### src/hdl/fpa_div.sv
// Pipelined restoring divider: magnitude quotient of NumBits-wide dividend by 32-bit divisor.
module fpa_div #(
    parameter int unsigned NumBits      = 40,
    parameter int unsigned BitsPerStage = 4,
    parameter int unsigned TagWidth     = 1
) (
    input  logic                i_clk,
    input  logic                i_rst_n,
    input  logic                i_valid,
    input  logic [NumBits-1:0]  i_dividend,
    input  logic [31:0]         i_divisor,
    input  logic [TagWidth-1:0] i_tag,
    output logic                o_valid,
    output logic [NumBits-1:0]  o_quotient,
    output logic [TagWidth-1:0] o_tag
);
    localparam int unsigned NumStages = (NumBits + BitsPerStage - 1) / BitsPerStage;
    localparam int unsigned PadBits   = NumStages * BitsPerStage;

    logic [NumStages:1]               r_valid;
    logic [NumStages:1][PadBits-1:0]  r_num;
    logic [NumStages:1][32:0]         r_rem;
    logic [NumStages:1][31:0]         r_den;
    logic [NumStages:1][TagWidth-1:0] r_tag;

    for (genvar s = 0; s < NumStages; s++) begin : g_stage
        logic                c_valid;
        logic [PadBits-1:0]  c_num;
        logic [32:0]         c_rem;
        logic [31:0]         c_den;
        logic [TagWidth-1:0] c_tag;
        logic [PadBits-1:0]  n_num;
        logic [32:0]         n_rem;

        if (s == 0) begin : g_head
            // First stage takes the beat straight from the ports.
            assign c_valid = i_valid;
            assign c_num   = PadBits'(i_dividend);
            assign c_rem   = '0;
            assign c_den   = i_divisor;
            assign c_tag   = i_tag;
        end else begin : g_link
            assign c_valid = r_valid[s];
            assign c_num   = r_num[s];
            assign c_rem   = r_rem[s];
            assign c_den   = r_den[s];
            assign c_tag   = r_tag[s];
        end

        always_comb begin
            logic [33:0] trial;
            n_num = c_num;
            n_rem = c_rem;
            for (int k = 0; k < BitsPerStage; k++) begin
                trial = {n_rem, n_num[PadBits-1]} - {2'b0, c_den};
                n_num = {n_num[PadBits-2:0], 1'b0};
                if (!trial[33]) begin
                    n_rem    = trial[32:0];
                    n_num[0] = 1'b1;
                end else begin
                    n_rem = {n_rem[31:0], c_num[PadBits-1-k]};
                end
            end
        end

        always_ff @(posedge i_clk) begin
            if (!i_rst_n) begin
                r_valid[s+1] <= 1'b0;
            end else begin
                r_valid[s+1] <= c_valid;
            end
            r_num[s+1] <= n_num;
            r_rem[s+1] <= n_rem;
            r_den[s+1] <= c_den;
            r_tag[s+1] <= c_tag;
        end
    end

    assign o_valid    = r_valid[NumStages];
    assign o_quotient = r_num[NumStages][NumBits-1:0];
    assign o_tag      = r_tag[NumStages];
endmodule
### config.mk
export PLATFORM = sky130hd
export DESIGN_NAME = fpa_div
export DESIGN_NICKNAME = d
export VERILOG_FILES = /design/src/hdl/fpa_div.sv
export SDC_FILE = /design/constraint.sdc
export NUM_CORES = 2
export LEC_CHECK = 0
export ABC_AREA = 0
export BUFFER_PORTS_ARGS = -buffer_cell sky130_fd_sc_hd__buf_2
export CAP_MARGIN = 0
export CORE_MARGIN = 2
export CORE_UTILIZATION = 50
export CTS_CLUSTER_DIAMETER = 100
export CTS_CLUSTER_SIZE = 24
export DETAILED_ROUTE_END_ITERATION = 16
export PLACE_DENSITY_LB_ADDON = 0.15
export RECOVER_POWER = 100
export SETUP_SLACK_MARGIN = 0.5
export SYNTH_ARGS = -nofsm -noshare
export SYNTH_HDL_FRONTEND = slang
export SYNTH_SLANG_ARGS = --single-unit
### constraint.sdc
create_clock -name i_clk -period 27.6 [get_ports i_clk]
set_input_delay 2.76 -clock i_clk [delete_from_list [all_inputs] [get_ports i_clk]]
set_output_delay 2.76 -clock i_clk [all_outputs]
set_load 0.005 [all_outputs]
==> Yosys cells after proc, flatten, opt, wreduce, memory -nomap -nowiden <==
Index checks and enable logic that the tools add are counted.
{ "classes": {"n_addsub": 40, "muxes": 79} }
{ "ops": {"columns": ["operator", "n"], "rows": [
  ["34-bit by 32-bit subtractor with 34-bit output", 39],
  ["33-bit 2-to-1 mux", 39],
  ["1-bit 2-to-1 mux", 40],
  ["1-bit by 32-bit subtractor with 33-bit output", 1]
]} }
{ "word_totals": {"reg_bits": 1005, "input_bits": 76, "output_inout_bits": 42, "word_cells": 167} }

==> Longest topological paths before layout <==
{ "logic_depth": {"depth_word": 8, "depth_mapped": 70, "ltp_nobuf": 65} }

==> Worst setup path before layout <==
OpenSTA, ideal clock, no wires.
{ "synth_path": {"path_kind": "input to register", "from": "input port i_dividend[39]", "to": "register r_rem (netlist bit g_stage[1].c_rem[25])", "setup_time_ns": 0.121, "t_arrival_ns": 14.522, "t_required_ns": 27.479, "slack_ns": 12.957, "stages": 60, "path_buffers": 5, "path_cell_list": "inv_1 > ha_1 > inv_1 > clkbuf_1 > ha_1 > nor4b_1 > nand4_1 > nor2_1 > mux2i_1 > ha_1 > nor2b_1 > o21ai_0 > a21boi_1 > o211ai_1 > a2111oi_0 > nor3_1 > nor2_1 > a2111oi_0 > (+24 left out) > nor2b_1 > o21ai_0 > a21boi_0 > o21ai_0 > a211o_1 > a31oi_1 > o311ai_0 > a2111oi_0 > o21a_1 > o21a_1 > nor4_1 > and3b_1 > o21a_1 > o21a_1 > nor3_1 > xnor2_1 > buf_2 > mux2_2"} }
{ "synth_between": {"elab_chain_len": 8} }
{ "synth_lines": {"columns": ["item", "line", "rtl"], "rows": [
  ["start, declared", "10", "input logic [NumBits-1:0] i_dividend,"],
  ["1-bit by 32-bit subtractor with 33-bit output", "55", "trial = {n_rem, n_num[PadBits-1]} - {2'b0, c_den};"],
  ["33-bit 2-to-1 mux *", "57", "if (!trial[33]) begin"],
  ["34-bit by 32-bit subtractor with 34-bit output", "55", null],
  ["33-bit 2-to-1 mux *", "57", null],
  ["34-bit by 32-bit subtractor with 34-bit output", "55", null],
  ["33-bit 2-to-1 mux *", "57", null],
  ["34-bit by 32-bit subtractor with 34-bit output", "55", null],
  ["33-bit 2-to-1 mux *", "57", null],
  ["via g_stage[0].n_rem[25]", "33", "logic [32:0] n_rem;"],
  ["end signal, assigned by index", "73", "r_rem[s+1] <= n_rem;"],
  ["end, declared", "22", "logic [NumStages:1][32:0] r_rem;"]
]} }
Mark *: on every way through the listed nets, which the timed path passes. The rest lies on a longest branch.
A chain may end at the register's enable or synchronous reset.

==> Final worst setup path <==
{ "layout_path": {"from": "register r_den (netlist bit g_stage[3].c_den[1])", "to": "register r_rem (netlist bit g_stage[4].c_rem[26])"} }
{ "layout_between": {"elab_chain_len": 8} }
{ "layout_lines": {"columns": ["item", "line", "rtl"], "rows": [
  ["start, declared", "23", "logic [NumStages:1][31:0] r_den;"],
  ["start signal, assigned by index", "74", "r_den[s+1] <= c_den;"],
  ["34-bit by 32-bit subtractor with 34-bit output", "55", null],
  ["33-bit 2-to-1 mux", "57", null],
  ["34-bit by 32-bit subtractor with 34-bit output", "55", null],
  ["33-bit 2-to-1 mux", "57", null],
  ["34-bit by 32-bit subtractor with 34-bit output", "55", null],
  ["33-bit 2-to-1 mux", "57", null],
  ["34-bit by 32-bit subtractor with 34-bit output", "55", null],
  ["33-bit 2-to-1 mux *", "57", null],
  ["via g_stage[3].n_rem[26]", "33", null]
]} }
Marked as above.

==> impl_metrics.py <==
metrics = {
    "outcome": {
        "outcome": "finished, violations left",
        "violations": "capacitance limit, slew limit",
    },
    "timing": {
        "fmax_mhz": 45.7,
        "worst_pin_slew_ns": 2.64,
        "relSlewSlack_pct": -75.8,
        "setup_tns_ns": 0,
        "period_minus_slack_ns": 21.90,
        "finClkSkew_ns": 0.0360,
        "fin_crit_sh_pct": 79.4,
        "slew_violations": 1230,
        "setup_viol_count_final": 0,
        "whs_ns": 0.310,
        "hold_violations": 0,
        "rsz0062_at_grt": "false",
    },
    "routing": {
        "ant_nets": 0,
        "routed-via-count": 82700,
        "remaining_drc_errors": 0,
        "vias_per_cell": 5.89,
        "avgRoutedWirePerCell_um": 19.2,
        "first_pass_iters": 7,
        "drtIter0Drc": 5285,
        "drt_wl_total_mm": 270,
    },
    "die": {
        "die_w_um": 437,
        "dieArea_sq_mm": 0.191,
        "num_rows": 158,
        "die_h_um": 437,
        "pin_count": 118,
        "initial_utilization_pct": 50.5,
        "core_sq_mm": 0.186,
    },
    "worst_setup_path": {
        "critPathTopFamily": "compound AO/OA/AOI/OAI gates",
        "end_kind": "flop",
        "r2r_start": "g_stage[3].c_den[1]$_DFF_P_",
        "r2r_slack_ns": 5.70,
        "required_ns": 28.23,
        "startpoint_type": "flop",
        "reg2reg_to": "g_stage[4].c_rem[26]$_DFF_P_",
        "crit_buf_inv": 10,
        "critPathMaxFanout": 49,
        "r2r_cells": 61,
        "slowest_stage": "clkbuf_1",
        "critPathMaxStageDelay_ns": 1.87,
        "cp.arrival_ns": 22.53,
        "path_class": "flop to flop",
    },
    "placement": {
        "gp_congestion": 0.975,
        "dpl.hpwl_mm": 223,
        "port_buffers": 117,
    },
    "synthesis": {
        "ys.warnings.count": 0,
        "ys_seq_area_share_pct": 21.5,
        "yosys.area.top_type": "dfxtp_1",
        "synth_edf_count": 0,
        "synth.avg_cell_area_sq_um": 8.15,
        "ys_async_sr_fraction_pct": 0,
        "netlist_top_cells_area": "dfxtp_1, ha_1, xnor2_1",
        "synth_seq_cells": 1005,
        "syn_inst": 11500,
        "synth_top_area_share_pct": 21.5,
        "ys.flop_type": "dfxtp_1",
        "synth.cell_area_sq_mm": 0.0938,
        "synth_cell_types": 126,
    },
    "clock_network": {
        "cts_resized": 0,
        "postCtsSetupRepairBufs": 0,
        "clock-root-buffer": "clkbuf_16",
        "clkSinkCount": 1005,
        "cts_hold_buf": 0,
        "clockBufferDepth": 3,
        "cts_tree": "done",
        "h-tree-depth": 2,
        "clkTransAtPathRegs_ns": 0.10,
        "clock_latency_ns": 0.76,
        "cts_buffers": 60,
    },
    "hold_path": {
        "hold_start": "g_stage[8].c_num[20]$_DFF_P_",
        "whs_path_depth": 0,
        "min_to": "g_stage[9].c_num[24]$_DFF_P_",
        "hold_path.class": "flop to flop",
    },
    "grt": {
        "antenna_found_initial": 6,
        "grt_overflow": 0,
        "grt_max_degree": 59,
        "grt_pass1_wl_mm": 425,
        "grt_use_total_pct": 27.2,
        "grt_pass1_vias": 80600,
    },
    "job": {
        "drv_cap": 26,
    },
    "cells_and_area": {
        "nets": 12900,
        "area_delta_synth_final_pct": 5.32,
        "drive_above_1_share_pct": 6.18,
    },
}
routing by layer:
metal	track usage, %	vias to the layer above	part of all wire [%]
met4	13.3	4	5.5
met1	31.3	38600	41
met2	50.1	1915	50
li1	-	41600	-
met3	2.48	602	4.0
met5	0	-	0.0070
worst register-to-register path: cells and delay by family (launching register included):
family,cells,cell delay (ns)
adder cells (fa/ha/maj),4,1.24
AO/OA/AOI/OAI,33,8.95
multiplexers,3,0.99
buffers and inverters,10,7.56
XOR/XNOR,4,0.79
flip-flops,1,0.35
AND/OR/NAND/NOR,7,1.90
per-stage QoR:
| stage | instances | utilization, % | instance area, sq um | setup WS, ns |
|---|---|---|---|---|
| finish | 14000 | 53.2 | 98800 | 5.70 |
| CTS | 14000 | 53.3 | 99100 | 10.26 |
| global placement | 13900 | 52.3 | 97100 | 10.12 |
| global route | 14000 | 53.2 | 98800 | 4.31 |
| detailed placement | 13900 | 52.3 | 97100 | 9.87 |
| floorplan | 11500 | - | 93800 | 12.96 |
how the worst max path moves through the flow:
stage,start,to,slack [ns],cells past startpoint
global placement,i_dividend[39],g_stage[1].c_rem[2]$_DFF_P_,10.12,59
detailed placement,i_divisor[0],g_stage[1].c_rem[3]$_DFF_P_,9.87,58
finish,g_stage[3].c_den[1]$_DFF_P_,g_stage[4].c_rem[26]$_DFF_P_,5.70,61
CTS,g_stage[4].c_den[1]$_DFF_P_,g_stage[5].c_rem[27]$_DFF_P_,10.26,66
floorplan,i_dividend[39],g_stage[1].c_rem[25]$_DFF_P_,12.96,60
global route,g_stage[2].c_den[1]$_DFF_P_,g_stage[3].c_rem[17]$_DFF_P_,4.31,63
flip-flops by register name, summed over array words and instances, names as in the netlist:
name             flops
g_stage.c_valid      9
o_quotient          40
g_stage.c_num      360
g_stage.c_rem      297
g_stage.c_tag        9
g_stage.c_den      288
o_tag                1
o_valid              1
synth_stat cells, drive strengths merged, types with 191 or more instances:
cell   count
dfxtp   1005
a21oi   1115
xor2     343
nor2     855
nand2    844
inv      761
a21o     543
mux2     552
o21a     193
o21ai    784
nand3    191
ha      1249
xnor2    696
layout by cell type (no fill, tap or decap), drive strengths merged, types with 168 or more instances in the layout:
cell type	instances
ha	1249
nor2	855
o21bai	173
o21ai	784
mux2	552
nor3	173
o21a	193
a21o	543
inv	776
dfxtp	1005
nor2b	168
nand3	191
xnor2	696
xor2	343
nand2b	173
nand2	844
a21oi	1115
cell families after synthesis:
group / synth area share, %
AOI/OAI and AO/OA: 24.9
and+or+nand+nor: 14.5
adders and majority gates: 17.5
xor gates and xnor gates: 9.88
DFF: 21.5
buffers and inverters: 4.08
muxes: 7.63
other: 0.00400
area by class of cell:
| class | count | area, sq um |
|---|---|---|
| multi-input cells | 9531 | 70000 |
| clock inverters | 27 | 395 |
| diodes | 1 | 2.50 |
| well taps | 2480 | 3100 |
| inverters | 762 | 2860 |
| fillers | 17800 | 87100 |
| clock buffers | 66 | 1560 |
| flip-flops and latches | 1005 | 20100 |
| repair buffers | 158 | 706 |
Power is not shown: default switching activity piles up to over one toggle a cycle in this logic, so the estimate is an artifact.
